### src/hw/rtl/rcc_pkg.sv
// ----------------------------------------------------------------------------
// rcc_pkg
// Shared types, codes and field layout of the read coverage counter core.
// ----------------------------------------------------------------------------
package rcc_pkg;

	localparam int CHROMS_DEF     = 4;
	localparam int POSITIONS_DEF  = 65536;
	localparam int COUNT_BITS_DEF = 16;

	localparam int OP_W    = 2;
	localparam int CHROM_W = 2;
	localparam int POS_W   = 17;
	localparam int TRIM_W  = 8;
	localparam int QPOS_W  = 16;
	localparam int COV_W   = 16;

	localparam int S_TDATA_W = 64;
	localparam int S_TUSER_W = OP_W;
	localparam int M_TDATA_W = COV_W;

	localparam int CHROM_LSB = 0;
	localparam int START_LSB = CHROM_LSB + CHROM_W;
	localparam int END_LSB   = START_LSB + POS_W;
	localparam int TRIM_LSB  = END_LSB + POS_W;
	localparam int QPOS_LSB  = TRIM_LSB + TRIM_W;

	localparam logic [OP_W-1:0] OP_ADD   = 2'd0;
	localparam logic [OP_W-1:0] OP_QUERY = 2'd1;
	localparam logic [OP_W-1:0] OP_CLEAR = 2'd2;

	typedef struct packed {
		logic valid;
		logic query;
		logic zero;
	} rcc_req_t;

endpackage

### src/hw/rtl/rcc_seq.sv
// ----------------------------------------------------------------------------
// rcc_seq
// Item decode and address sequencer: interval walk, query read, clear sweep.
// ----------------------------------------------------------------------------
module rcc_seq #(
	parameter int CHROMS    = rcc_pkg::CHROMS_DEF,
	parameter int POSITIONS = rcc_pkg::POSITIONS_DEF,
	parameter int CHROM_AW  = (CHROMS > 1) ? $clog2(CHROMS) : 1,
	parameter int POS_AW    = $clog2(POSITIONS)
) (
	input  logic                           clk,
	input  logic                           arst_n,
	input  logic                           s_tvalid,
	output logic                           s_tready,
	input  logic [rcc_pkg::S_TDATA_W-1:0]  s_tdata,
	input  logic [rcc_pkg::S_TUSER_W-1:0]  s_tuser,
	input  logic                           out_busy,
	output rcc_pkg::rcc_req_t              req,
	output logic [CHROM_AW+POS_AW-1:0]     req_addr,
	output logic                           clr_we,
	output logic [CHROM_AW+POS_AW-1:0]     clr_addr
);

	localparam int AW = CHROM_AW + POS_AW;
	localparam int SW = (POS_AW + 2 > rcc_pkg::POS_W + 2) ? POS_AW + 2 : rcc_pkg::POS_W + 2;
	localparam logic signed [SW-1:0] PMAX = SW'(POSITIONS - 1);

	localparam logic [2:0] ST_CLEAR = 3'd0;
	localparam logic [2:0] ST_IDLE  = 3'd1;
	localparam logic [2:0] ST_WALK  = 3'd2;
	localparam logic [2:0] ST_QRY   = 3'd3;
	localparam logic [2:0] ST_DRAIN = 3'd4;

	logic [2:0]                       state_q;
	logic [CHROM_AW-1:0]              chrom_q;
	logic [POS_AW-1:0]                cur_q;
	logic [POS_AW-1:0]                hi_q;
	logic                             qzero_q;
	logic [AW-1:0]                    sweep_q;

	logic [rcc_pkg::OP_W-1:0]         op;
	logic [rcc_pkg::CHROM_W-1:0]      chrom;
	logic signed [rcc_pkg::POS_W-1:0] start_s;
	logic signed [rcc_pkg::POS_W-1:0] end_s;
	logic signed [rcc_pkg::TRIM_W-1:0] trim_s;
	logic [rcc_pkg::QPOS_W-1:0]       qpos;
	logic signed [SW-1:0]             lo_w;
	logic signed [SW-1:0]             hi_w;
	logic signed [SW-1:0]             hi_c;
	logic                             chrom_ok;
	logic                             qpos_ok;
	logic                             add_go;
	logic                             accept;

	assign op      = s_tuser;
	assign chrom   = s_tdata[rcc_pkg::CHROM_LSB +: rcc_pkg::CHROM_W];
	assign start_s = s_tdata[rcc_pkg::START_LSB +: rcc_pkg::POS_W];
	assign end_s   = s_tdata[rcc_pkg::END_LSB +: rcc_pkg::POS_W];
	assign trim_s  = s_tdata[rcc_pkg::TRIM_LSB +: rcc_pkg::TRIM_W];
	assign qpos    = s_tdata[rcc_pkg::QPOS_LSB +: rcc_pkg::QPOS_W];

	assign lo_w     = SW'(start_s) + SW'(trim_s);
	assign hi_w     = SW'(end_s) - SW'(trim_s);
	assign hi_c     = (hi_w > PMAX) ? PMAX : hi_w;
	assign chrom_ok = 9'(chrom) < 9'(CHROMS);
	assign qpos_ok  = 32'(qpos) < 32'(POSITIONS);
	assign add_go   = chrom_ok && !lo_w[SW-1] && !hi_w[SW-1] && (lo_w <= hi_c);

	assign s_tready = (state_q == ST_IDLE);
	assign accept   = s_tvalid && s_tready;

	always_ff @(posedge clk or negedge arst_n) begin
		if (!arst_n) begin
			state_q <= ST_CLEAR;
			sweep_q <= '0;
		end else begin
			case (state_q)
				ST_CLEAR: begin
					sweep_q <= sweep_q + AW'(1);
					if (sweep_q == {AW{1'b1}}) begin
						state_q <= ST_IDLE;
					end
				end
				ST_IDLE: begin
					if (accept) begin
						case (op)
							rcc_pkg::OP_ADD: begin
								if (add_go) begin
									state_q <= ST_WALK;
								end
							end
							rcc_pkg::OP_QUERY: state_q <= ST_QRY;
							rcc_pkg::OP_CLEAR: begin
								sweep_q <= '0;
								state_q <= ST_CLEAR;
							end
							default: state_q <= ST_IDLE;
						endcase
					end
				end
				ST_WALK: begin
					if (cur_q == hi_q) begin
						state_q <= ST_DRAIN;
					end
				end
				ST_QRY: begin
					if (!out_busy) begin
						state_q <= ST_DRAIN;
					end
				end
				ST_DRAIN: state_q <= ST_IDLE;
				default:  state_q <= ST_IDLE;
			endcase
		end
	end

	always_ff @(posedge clk) begin
		if (accept) begin
			chrom_q <= CHROM_AW'(chrom);
			qzero_q <= !(chrom_ok && qpos_ok);
			if (op == rcc_pkg::OP_QUERY) begin
				cur_q <= POS_AW'(qpos);
			end else begin
				cur_q <= lo_w[POS_AW-1:0];
			end
			hi_q <= hi_c[POS_AW-1:0];
		end else if (state_q == ST_WALK) begin
			cur_q <= cur_q + POS_AW'(1);
		end
	end

	always_comb begin
		req       = '0;
		req.valid = (state_q == ST_WALK) || ((state_q == ST_QRY) && !out_busy);
		req.query = (state_q == ST_QRY);
		req.zero  = (state_q == ST_QRY) && qzero_q;
	end

	assign req_addr = {chrom_q, cur_q};
	assign clr_we   = (state_q == ST_CLEAR);
	assign clr_addr = sweep_q;

endmodule

### config.mk
export PLATFORM = sky130hd
export DESIGN_NAME = rcc_seq
export DESIGN_NICKNAME = d
export VERILOG_FILES = /design/src/hw/rtl/rcc_pkg.sv /design/src/hw/rtl/rcc_seq.sv
export SDC_FILE = /design/constraint.sdc
export NUM_CORES = 1
export LEC_CHECK = 0
export ABC_AREA = 0
export ABC_CLOCK_PERIOD_IN_PS = 2500
export BUFFER_PORTS_ARGS = -buffer_cell sky130_fd_sc_hd__buf_2
export CORE_MARGIN = 2
export CORE_UTILIZATION = 40
export DETAILED_ROUTE_END_ITERATION = 8
export PLACE_DENSITY = 0.72
export SYNTH_ARGS = -nofsm -noshare
export SYNTH_HDL_FRONTEND = slang
export SYNTH_SLANG_ARGS = --single-unit
export TNS_END_PERCENT = 20
### constraint.sdc
create_clock -name clk -period 2.5 [get_ports clk]
set_input_delay 0.375 -clock clk [delete_from_list [all_inputs] [get_ports clk]]
set_output_delay 0.375 -clock clk [all_outputs]
set_load 0.005 [all_outputs]
==> out/metrics.cfg <==
[outcome]
outcome=complete, but fails checks
violations=setup timing

[cts]
htreeDepth=2
tritoncts=done
cts-hold-fix-buffers=0
clock_path_buffers=2
clk_pin_slew_ns=0.07
clk-insertion-delay-late_ns=0.30
clock_sinks=55
cts-root-buf=clkbuf_16
cts_inserted_buffers=5

[power_and_ir_drop]
power_leakage_uw=0.003310
seq_power_share=0.330
swShare=0.3987
ir_drop_mv=0.3310
power_frac_clock=0.136
p_int_uw=3047
pwr_density_cell_mw_per_mm2=704.1
power_switching_uw=2020
comb_power_share=0.535
power_uw=5067

[setup_path]
crit_path_end_kind=flip-flop
slowest_delay_ns=0.35
cp-start-kind=input pin
path_buf_inv=1
r2r_slack_ns=0.53
cp_cell_sequence=buf_8 > ha_4 > fa_2 > a21o_1 > a221oi_2 > a41oi_2 > a31oi_2 > o21bai_1 > a21oi_2 > xnor2_1 > ha_1 > a21o_1 > a21oi_2 > o21ai_2 > a211oi_2 > xor2_1 > nand3_1 > nand2_1
reg2reg_to=clr_addr[13]
path_max_fanout=2
crit_type=in -> reg
path_depth=18
cp_slowest_cell=fa_2
required_ns=2.74
rr_startpoint=state_q[1]
cpLargestDelayFamily=compound AO/OA/AOI/OAI gates
reg2reg_depth=6
crit_arrival_ns=3.84

[finish]
diodes=0
drive_gt1_frac=0.3630
area_delta_synth_final_pct=39.88
final_nets=946
final-instance-count-excl-fill=993

[synthesis]
synth_nets=719
avgSynthCellArea_sq_um=8.676
ys_ff_latch=55
yosysSeqAreaShare=0.3006
syn_inst=593
synthArstFlopShare=0.3818
ys.flop_type=edfxtp_1
synth_warnings=0
yosysUniqueCellTypes=63
synth_edf_count=34
synth_area_sq_mm=0.005145

[placement]
place.gp.congestion=0.9536
port_buffers=105
dp_hpwl_microns=11700
post-place-cells=981

[floorplan]
dieHeight_microns=117.4
ios=111
initial_core_util=0.4094
rows=41
dieWidth_microns=117.4
core_sq_mm=0.01257
dieArea_sq_mm=0.01379

[run]
cap_violations=0

[routing]
wire_per_inst_microns=14.74
drtPass1Iterations=5
routed_via_density=5.194
vias=5158
dr.first_iter.drc_count=290
drc=0
routed_wl_microns=14640
ant_nets=0

[sta]
layout_setup_ws_ns=-1.105
grt_setup_unrepaired=true
hold_violations=0
finClkSkew_ns=0.005054
fin_crit_sh=1.442
finalSetupViolations=4
tightest_slew_ns=0.7302
relSlewSlack=0.5132
period_needed_ns=3.605
clock.fmax_mhz=277.4
maxSlewViolCount=0

[hold_path]
hold_class=in -> async

[grt]
antenna_found_initial=0
grt_usage=0.2083
grt_pass1_vias=5192
grt_max_degree=41
grt.overflow.total=0
grt_pass1_wl_microns=23880

-- synthesized netlist by cell type (all sizes together) (9+ instances only) --
cell type | number | area, sq um
dfrtp | 21 | 525.5
nand2b | 11 | 68.82
nor3 | 9 | 45.04
nor2 | 67 | 251.5
a31oi | 16 | 100.1
or2 | 17 | 106.4
ha | 54 | 675.7
nand2 | 59 | 221.5
edfxtp | 34 | 1021
xor2 | 25 | 219.0
nand3 | 16 | 80.08
a21oi | 44 | 227.7
nand4 | 14 | 87.58
a21o | 11 | 82.58
xnor2 | 46 | 402.9
clkbuf | 10 | 37.54
o21ai | 24 | 127.6
inv | 24 | 90.08
-- cell type report --
cell class | count | area [sq um]
timing repair buffer | 233 | 1509
fill | 1072 | 5371
inverter | 24 | 106.4
sequential | 55 | 1546
clock inverter | 3 | 18.77
timing repair inverter | 1 | 7.507
clock buffer | 5 | 125.1
tap | 172 | 215.2
multi-input combinational | 500 | 3669
-- layer usage --
layer,share of wire,global-route usage
met4,0.025,0.08358
met3,0.044,0.02286
met1,0.44,0.2629
met2,0.49,0.3637
met5,0,0
-- worst reg2reg max path: stages, from the launching register on --
cell and delay [ns]:
dfrtp_1 0.47, nor2_1 0.15, a21boi_1 0.39, and3_1 0.29
nand2_1 0.13, or3_1 0.32, a21oi_1 0.14
-- stage by stage --
stage               cell area, sq um  utilization  hold slack, ns  worst slack (ns)  TNS (ns)
floorplan                       5213            -         0.07941           -0.9670    -1.922
global placement                6823       0.5429          0.3462            -1.467    -11.09
detailed placement              6823       0.5429          0.3616            -1.654    -13.06
CTS                             7126       0.5669         0.03729            -1.002    -2.125
global route                    7197       0.5726         0.06468            -1.269    -2.991
finish                          7197       0.5726         0.02613            -1.105    -2.221
-- what timing repair did --
| item | CTS | global route |
|---|---|---|
| gates cloned | 2 | 0 |
| pin swaps | 24 | 7 |
| gates resized for setup | 26 | 14 |
| buffers inserted | 3 | 0 |
| endpoints found under the setup margin | 20 | 22 |
-- cell families (layout without fill, tap and decap cells) --
group	count (synthesis)	in the layout	synth area share
AO/OA/AOI/OAI	136	136	0.1800
adder cells (fa/ha/maj)	56	56	0.1391
flip-flops	55	55	0.3006
buffers and inverters	39	266	0.03113
other	1	1	0.0007289
AND/OR/NAND/NOR	234	235	0.2257
multiplexers	1	1	0.001946
XOR/XNOR	71	71	0.1209
-- cell usage in the layout, fill, tap and decap left out, types with 15 or more instances in the layout --
cell type and n:
xnor2_1 41, inv_1 20, ha_1 50, edfxtp_1 34, dfrtp_1 21, nand3_1 16
nand2_1 58, a31oi_1 15, buf_4 128, nor2_1 66, o21ai_0 17, buf_2 102
a21oi_1 36, xor2_1 25
-- how the worst max path moves through the flow --
| stage | from | end | slack, ns |
|---|---|---|---|
| 2_1_floorplan | s_tdata[19] | state_q[1] | -0.97 |
| 3_3_place_gp | s_tdata[19] | state_q[0] | -1.47 |
| 3_5_place_dp | s_tdata[19] | state_q[0] | -1.65 |
| 4_1_cts | s_tdata[36] | state_q[0] | -1.00 |
| 5_1_grt | s_tdata[36] | state_q[0] | -1.27 |
| 6_report | s_tdata[36] | state_q[0] | -1.11 |
-- flip-flops by register name, summed over array words and instances (netlist names) --
name      count
chrom_q       2
clr_addr     18
cur_q        16
hi_q         16
state_q       3
-- power by group through the flow --
| stage | Sequential [uW] | Clock (uW) | Combinational [uW] |
|---|---|---|---|
| finish | 1670 | 687 | 2710 |
| global route | 1700 | 734 | 3000 |
| CTS | 1670 | 703 | 2660 |
| detailed placement | 1680 | 0 | 2570 |
| global placement | 1660 | 0 | 2470 |
| floorplan | 1610 | 0 | 1580 |
Power figures use the tool's default switching activity.
