$ cat config.mk
export PLATFORM = sky130hd
export DESIGN_NAME = rcc_upd
export DESIGN_NICKNAME = d
export VERILOG_FILES = /design/src/hw/rtl/rcc_pkg.sv /design/src/hw/rtl/rcc_upd.sv
export SDC_FILE = /design/constraint.sdc
export NUM_CORES = 1
export LEC_CHECK = 0
export ABC_AREA = 1
export BUFFER_PORTS_ARGS = -buffer_cell sky130_fd_sc_hd__buf_2
export CELL_PAD_IN_SITES_DETAIL_PLACEMENT = 1
export CELL_PAD_IN_SITES_GLOBAL_PLACEMENT = 1
export CORE_ASPECT_RATIO = 2
export CORE_UTILIZATION = 30
export CTS_BUF_LIST = sky130_fd_sc_hd__clkbuf_8 sky130_fd_sc_hd__clkbuf_16
export DETAILED_ROUTE_END_ITERATION = 10
export PLACE_DENSITY_LB_ADDON = 0.2
export SKIP_LAST_GASP = 1
export SLEW_MARGIN = 20
export SYNTH_ARGS = -nofsm -noshare
export SYNTH_HDL_FRONTEND = slang
export SYNTH_SLANG_ARGS = --single-unit
$ cat constraint.sdc
create_clock -name clk -period 1.33 [get_ports clk]
set_input_delay 0.1995 -clock clk [delete_from_list [all_inputs] [get_ports clk]]
set_output_delay 0.1995 -clock clk [all_outputs]
set_load 0.03 [all_outputs]
$ cat src/hw/rtl/rcc_pkg.sv
// ----------------------------------------------------------------------------
// rcc_pkg
// Shared types, codes and field layout of the read coverage counter core.
// ----------------------------------------------------------------------------
package rcc_pkg;

	localparam int CHROMS_DEF     = 4;
	localparam int POSITIONS_DEF  = 65536;
	localparam int COUNT_BITS_DEF = 16;

	localparam int OP_W    = 2;
	localparam int CHROM_W = 2;
	localparam int POS_W   = 17;
	localparam int TRIM_W  = 8;
	localparam int QPOS_W  = 16;
	localparam int COV_W   = 16;

	localparam int S_TDATA_W = 64;
	localparam int S_TUSER_W = OP_W;
	localparam int M_TDATA_W = COV_W;

	localparam int CHROM_LSB = 0;
	localparam int START_LSB = CHROM_LSB + CHROM_W;
	localparam int END_LSB   = START_LSB + POS_W;
	localparam int TRIM_LSB  = END_LSB + POS_W;
	localparam int QPOS_LSB  = TRIM_LSB + TRIM_W;

	localparam logic [OP_W-1:0] OP_ADD   = 2'd0;
	localparam logic [OP_W-1:0] OP_QUERY = 2'd1;
	localparam logic [OP_W-1:0] OP_CLEAR = 2'd2;

	typedef struct packed {
		logic valid;
		logic query;
		logic zero;
	} rcc_req_t;

endpackage

$ cat src/hw/rtl/rcc_upd.sv
// ----------------------------------------------------------------------------
// rcc_upd
// Read data stage: saturating counter write-back and the query result register.
// ----------------------------------------------------------------------------
module rcc_upd #(
	parameter int COUNT_BITS = rcc_pkg::COUNT_BITS_DEF,
	parameter int ADDR_W     = 18
) (
	input  logic                          clk,
	input  logic                          arst_n,
	input  rcc_pkg::rcc_req_t             req,
	input  logic [ADDR_W-1:0]             req_addr,
	input  logic [COUNT_BITS-1:0]         rdata,
	output logic                          we,
	output logic [ADDR_W-1:0]             waddr,
	output logic [COUNT_BITS-1:0]         wdata,
	output logic                          m_tvalid,
	input  logic                          m_tready,
	output logic [rcc_pkg::M_TDATA_W-1:0] m_tdata
);

	localparam int XW = (COUNT_BITS > rcc_pkg::COV_W) ? COUNT_BITS : rcc_pkg::COV_W;
	localparam logic [XW-1:0] COV_MAX = XW'({rcc_pkg::COV_W{1'b1}});

	rcc_pkg::rcc_req_t          req_s1;
	logic [ADDR_W-1:0]          addr_s1;
	logic                       out_valid_q;
	logic [rcc_pkg::COV_W-1:0]  out_data_q;
	logic [XW-1:0]              rd_ext;
	logic [rcc_pkg::COV_W-1:0]  cov_sat;

	always_ff @(posedge clk or negedge arst_n) begin
		if (!arst_n) begin
			req_s1 <= '0;
		end else begin
			req_s1 <= req;
		end
	end

	always_ff @(posedge clk) begin
		addr_s1 <= req_addr;
	end

	assign we    = req_s1.valid && !req_s1.query;
	assign waddr = addr_s1;
	assign wdata = (rdata == {COUNT_BITS{1'b1}}) ? rdata : rdata + COUNT_BITS'(1);

	assign rd_ext  = XW'(rdata);
	assign cov_sat = (rd_ext > COV_MAX) ? {rcc_pkg::COV_W{1'b1}} : rd_ext[rcc_pkg::COV_W-1:0];

	always_ff @(posedge clk or negedge arst_n) begin
		if (!arst_n) begin
			out_valid_q <= 1'b0;
		end else if (req_s1.valid && req_s1.query) begin
			out_valid_q <= 1'b1;
		end else if (m_tready) begin
			out_valid_q <= 1'b0;
		end
	end

	always_ff @(posedge clk) begin
		if (req_s1.valid && req_s1.query) begin
			out_data_q <= req_s1.zero ? '0 : cov_sat;
		end
	end

	assign m_tvalid = out_valid_q;
	assign m_tdata  = out_data_q;

endmodule

==> run metrics, run 1 <==
status=finished with violations; failing checks=negative setup slack; Die Wd=53.8 µm; Finish-stage setup viols=16; CP max stage delay=0.15 ns; 1st-iter DRT viols=13; met3 routed WL=333 µm; Die Area=5690 µm²; critical path endpoint category=primary output; GRT Util Overall=19.7%; Max Fanout on Critical Path=4; Fin Clk Skew=0.00298 ns; syn avg cell area=9.21 µm²; Tcrit/Tclk final=105%; Max Freq=718 MHz; global-route wire length before repair=8050 µm; 1st-pass router iterations=2; Flop pwr share=42.3%; # port buffers=91; Worst Setup Start Kind=primary input; CP bufs+invs=5; Vias/cell=4.54; Placer Congestion=0.776; Cell Chain, Critical Path=buf_8 -> ha_4 -> nand3_4 -> inv_4 -> nand2_4 -> nor2_4 -> inv_2 -> buf_6 -> nand2_2 -> nand2_2 -> buf_6; MaxCap Viol Count=0; internal cell power=0.00227 W; final hold vios=0; Post-DRT Antenna Nets=0; setup slack after layout=-0.0621 ns; antenna violations before repair=0; CORE AREA=5140 µm²; hpwl dp=4070 µm; worst reg2reg startpoint=req_s1[1]; largest net degree at the start of global routing=17; Tmin final=1.39 ns; slowest CP cell=ha_4; fraction of the yosys area taken by sequential cells=58.4%; Setup Crit Path Kind=primary input to primary output; I/O pin total=92; H-tree Lvls=2; area grow syn2layout=82.4%; DRT Wirelength=5320 µm; Post-Place Worst Slack=-0.255 ns; mapped cell area=1610 µm²; total power=0.00305 W; Gate power share=21.3%; Slew headroom=87.1%; Peak VDD IR=0.00117 V; reg-to-reg setup timing slack=0.33 ns; synth unique cells=20; Mapped Cells=175; cell row count=37; DR WL/cell=14.0 µm; CP startpoint=rdata[1]; worst-case clock buffer depth=2; DR top layer=met4; Hold Crit Class=primary input to flip-flop; switching power share of the total=25.5%; Root Buffer=clkbuf_8; grt total ovfl=0; share of layout cells above drive strength 1=54.5%; Worst EP required=1.13 ns; Via Count=1728; worst skew pair latency=0.29 ns; FF+latch count, synth=38; max-slew violation count=0; vias in the first global route=1842; PD cells=1040 nW/µm²; Net Count, Synth=216; critical path depth in cells=11; initial core utilization=31.4%; delay-heaviest family, CP=buffers and inverters; R2R Path End=m_tdata[6]; Inserted Clock Buffers=5; clock share of power=36.4%; Ys Warns=0; clk slew on worst S/H paths=0.07 ns; worst slew pin tran=0.193 ns; Layout Nets=363; hold_sp=req_addr[16]; CTS tree=done; Pleak=1.52 nW; depth of the most critical reg-to-reg path=3; crit path DAT=1.19 ns; DRC Markers=0; RSZ-0062 raised after global routing=true; antenna cells=0; end of the critical path=wdata[0]; Die Height=106 µm; met2 WL post-DR=3240 µm; Switch Pwr=0.000778 W; met1 wire length=1600 µm; Num Clock Sinks=38
area by class of cell:
class | count | area [µm²]
Clock inverter | 1 | 30.0
Sequential cell | 38 | 941
Inverter | 24 | 92.6
Clock buffer | 7 | 108
Timing Repair Buffer | 143 | 1020
Multi-Input combinational cell | 110 | 671
Tap cell | 58 | 72.6
Fill cell | 622 | 2200
what timing repair did:
item / 4_1_cts / 5_1_grt
resized for setup: 59 / 10
pin swaps: 8 / 3
endpoints found under the hold margin: 13 / 5
hold buffers: 10 / 5
setup endpoints to repair: 16 / 16
setup buffers: 1 / 1
placed cells by master (no fill, tap or decap), drive strengths merged:
| cell | n |
|---|---|
| or2 | 1 |
| nor2 | 34 |
| edfxtp | 16 |
| o21ai | 2 |
| inv | 24 |
| clkbuf | 8 |
| dfrtp | 4 |
| nand3 | 22 |
| ha | 1 |
| buf | 127 |
| dlygate4sd3 | 15 |
| dfxtp | 18 |
| xor2 | 2 |
| nand4 | 6 |
| nand2 | 42 |
| bufinv | 1 |
how the worst min path moves through the flow:
stage | slack, ns | endpoint | cells after the start
CTS | 0.0006 | waddr[4] | 1
global route | 0.0009 | waddr[17] | 1
floorplan | -0.1 | m_tvalid | 0
global placement | 0.005 | req_s1[1] | 1
finish | 0.01 | waddr[16] | 1
detailed placement | 0.01 | req_s1[1] | 1
sequential cells by signal, summed over array words and instances (netlist names):
name,count
waddr,18
m_tdata,16
req_s1,3
m_tvalid,1
power by group through the flow:
| stage | combinational, W | sequential [W] | clock [W] |
|---|---|---|---|
| floorplan | 0.000180 | 0.00142 | 0 |
| global placement | 0.000526 | 0.00131 | 0 |
| detailed placement | 0.000533 | 0.00132 | 0 |
| CTS | 0.000629 | 0.00129 | 0.00114 |
| global route | 0.000698 | 0.00130 | 0.00119 |
| finish | 0.000651 | 0.00129 | 0.00111 |
per-stage QoR:
step	instance area, µm²	instances	hold WS [ns]	TNS (ns)	utilization (%)
finish	2940	381	0.0124	-0.525	57.2
global route	2940	381	0.000855	-1.17	57.2
CTS	2850	375	0.000571	-0.381	55.4
detailed placement	2390	356	0.0106	-3.55	46.5
global placement	2390	356	0.00495	-2.99	46.5
floorplan	1620	175	-0.0961	-0.117	-
routing by layer:
| layer | vias up | global-route usage, % |
|---|---|---|
| met5 | - | 0 |
| met3 | 9 | 3.61 |
| met4 | 0 | 8.83 |
| met1 | 803 | 15.4 |
| met2 | 71 | 40.5 |
| li1 | 845 | - |
logic make-up (layout without fill, tap and decap cells):
logic type / count (synthesis) / in the layout / share of synthesized area, %
buffers and inverters: 27 / 175 / 6.76
AO/OA/AOI/OAI: 2 / 2 / 0.621
AND/OR/NAND/NOR: 105 / 105 / 32.4
XOR/XNOR: 2 / 2 / 1.09
adder cells (fa/ha/maj): 1 / 1 / 0.776
flip-flops: 38 / 38 / 58.4
synth_stat cells:
master	n	area (µm²)
xor2_1	2	17.5
nand2_2	2	12.5
inv_2	2	7.51
buf_6	1	11.3
clkbuf_1	2	7.51
nor2_1	31	116
or2_2	1	6.26
edfxtp_1	16	480
nor2_4	2	22.5
inv_1	22	82.6
ha_1	1	12.5
nand2_4	2	22.5
dfxtp_1	18	360
dfrtp_1	4	100
nor2_2	1	6.26
nand3_2	9	90.1
nand4_1	6	37.5
o21ai_0	2	10.0
nand2_1	38	143
nand3_1	13	65.1
Power figures use the tool's default switching activity.
==> inputs of run 2 (changes only) <==
Settings changed: CORE_MARGIN set to 2.
==> run metrics, run 2 (synthesis results as in run 1) <==
Final Util=54.3%; Vias/cell=4.56; Die Wd=55.8 µm; cell row count=37; filler cell count=632; 1st-iter DRT viols=22; total power=0.00269 W; GRT Util Overall=17.9%; Tmin final=1.38 ns; Max Fanout on Critical Path=6; area grow syn2layout=74.7%; Finish-stage setup viols=16; Num Clock Sinks=38; CTS tree=done; CP max stage delay=0.14 ns; Setup Crit Path Kind=primary input to primary output; crit path DAT=1.18 ns; share of layout cells above drive strength 1=58.0%; Max Freq=723 MHz; setup slack after layout=-0.0530 ns; failing checks=negative setup slack; Pleak=1.48 nW; Hold Crit Class=primary input to flip-flop; max reg flops=18; Inserted Clock Buffers=5; clk slew on worst S/H paths=0.07 ns; largest net degree at the start of global routing=17; final hold vios=0; global-route wire length before repair=8120 µm; worst skew pair latency=0.28 ns; Tcrit/Tclk final=104%; initial core utilization=31.1%; Die Area=6010 µm²; Layout Cells excl Fill=372; hpwl dp=4160 µm; Peak VDD IR=0.000864 V; grt total ovfl=0; # port buffers=91; Die Height=108 µm; vias in the first global route=1772; RSZ-0062 raised after global routing=true; Hold Path Stages=1; Post-DRT Antenna Nets=0; placed cell count=360; Slew headroom=86.7%; H-tree Lvls=2; MaxCap Viol Count=0; most used cell along the critical path=nand2_4; worst slew pin tran=0.199 ns; critical path endpoint category=primary output; CORE AREA=5180 µm²; DRC Markers=0; Worst EP required=1.13 ns; 1st-pass router iterations=4; antenna violations before repair=0; status=finished with violations; Cell Chain, Critical Path=buf_8 -> ha_4 -> nand3_4 -> inv_4 -> nand2_4 -> nor2_4 -> inv_2 -> buf_12 -> nand2_4 -> nand2_2 -> buf_6; Via Count=1698; DR WL/cell=13.9 µm; Fin Clk Skew=0.00278 ns; depth of the most critical reg-to-reg path=3; Placer Congestion=0.825; Root Buffer=clkbuf_8; Setup TNS=-0.429 ns; antenna cells=0; DRT Wirelength=5150 µm; commonest non-fill, non-tap cell in the layout=buf_2; most frequent cells in the layout=72 x buf_2, 40 x buf_4, 29 x nand2_1; max-slew violation count=0; I/O pin total=92; PD cells=956 nW/µm²; slowest CP cell=ha_4; worst-case clock buffer depth=2; Worst Setup Start Kind=primary input; Layout Nets=354
## run 2: power breakdown
group | total, W | switching (W) | leakage (nW) | internal (W)
clock | 0.000772 | 0.000362 | 0.0524 | 0.000410
sequential | 0.00129 | 0.0000129 | 0.354 | 0.00128
combinational | 0.000631 | 0.000374 | 1.07 | 0.000257
total | 0.00269 | 0.000749 | 1.48 | 0.00194
## run 2: repair_timing
action / 4_1_cts / 5_1_grt
setup buffers: 1 / 1
hold buffers: 1 / 1
endpoints found under the setup margin: 16 / 16
endpoints found under the hold margin: 4 / 1
gates resized for setup: 55 / 13
pin swaps: 6 / 1
## run 2: layout make-up
class / count / area, µm² / area share [%]
Clock buffer: 6 / 82.6 / 2.93
Multi-Input combinational cell: 110 / 691 / 24.5
Tap cell: 58 / 72.6 / 2.58
Timing Repair Buffer: 134 / 927 / 32.9
Clock inverter: 2 / 8.76 / 0.311
Inverter: 24 / 92.6 / 3.29
Sequential cell: 38 / 941 / 33.4
## run 2: worst paths after layout
check	end	startpoint	slack (ns)
max	wdata[0]	rdata[1]	-0.05
max reg2reg	m_tdata[9]	req_s1[1]	0.33
min in group asynchronous	req_s1[0]	arst_n	0.26
min reg2reg	m_tvalid	req_s1[2]	0.52
min	waddr[9]	req_addr[9]	0.01
max in group asynchronous	req_s1[1]	arst_n	0.95
## run 2: metrics by stage
step                      hold slack (ns)  setup slack, ns  cell area, µm²
after floorplan                   -0.0961          -0.0169            1620
after global placement             0.0108           -0.178            2440
after detailed placement           0.0154           -0.235            2440
after CTS                         0.00513          -0.0534            2740
after global routing              0.00854           -0.129            2820
final                              0.0129          -0.0530            2820
## run 2: critical path: cells and delay by family
| family | cells | cell delay, ns |
|---|---|---|
| adder cells (fa/ha/maj) | 1 | 0.14 |
| buffers and inverters | 5 | 0.49 |
| AND/OR/NAND/NOR | 5 | 0.34 |
## run 2: routing by layer
metal,track usage [%],vias to the layer above,wire length (µm)
met1,16.3,772,1610
li1,-,825,-
met4,12.9,0,327
met2,33.6,84,2890
met3,3.73,17,324
met5,0,-,0
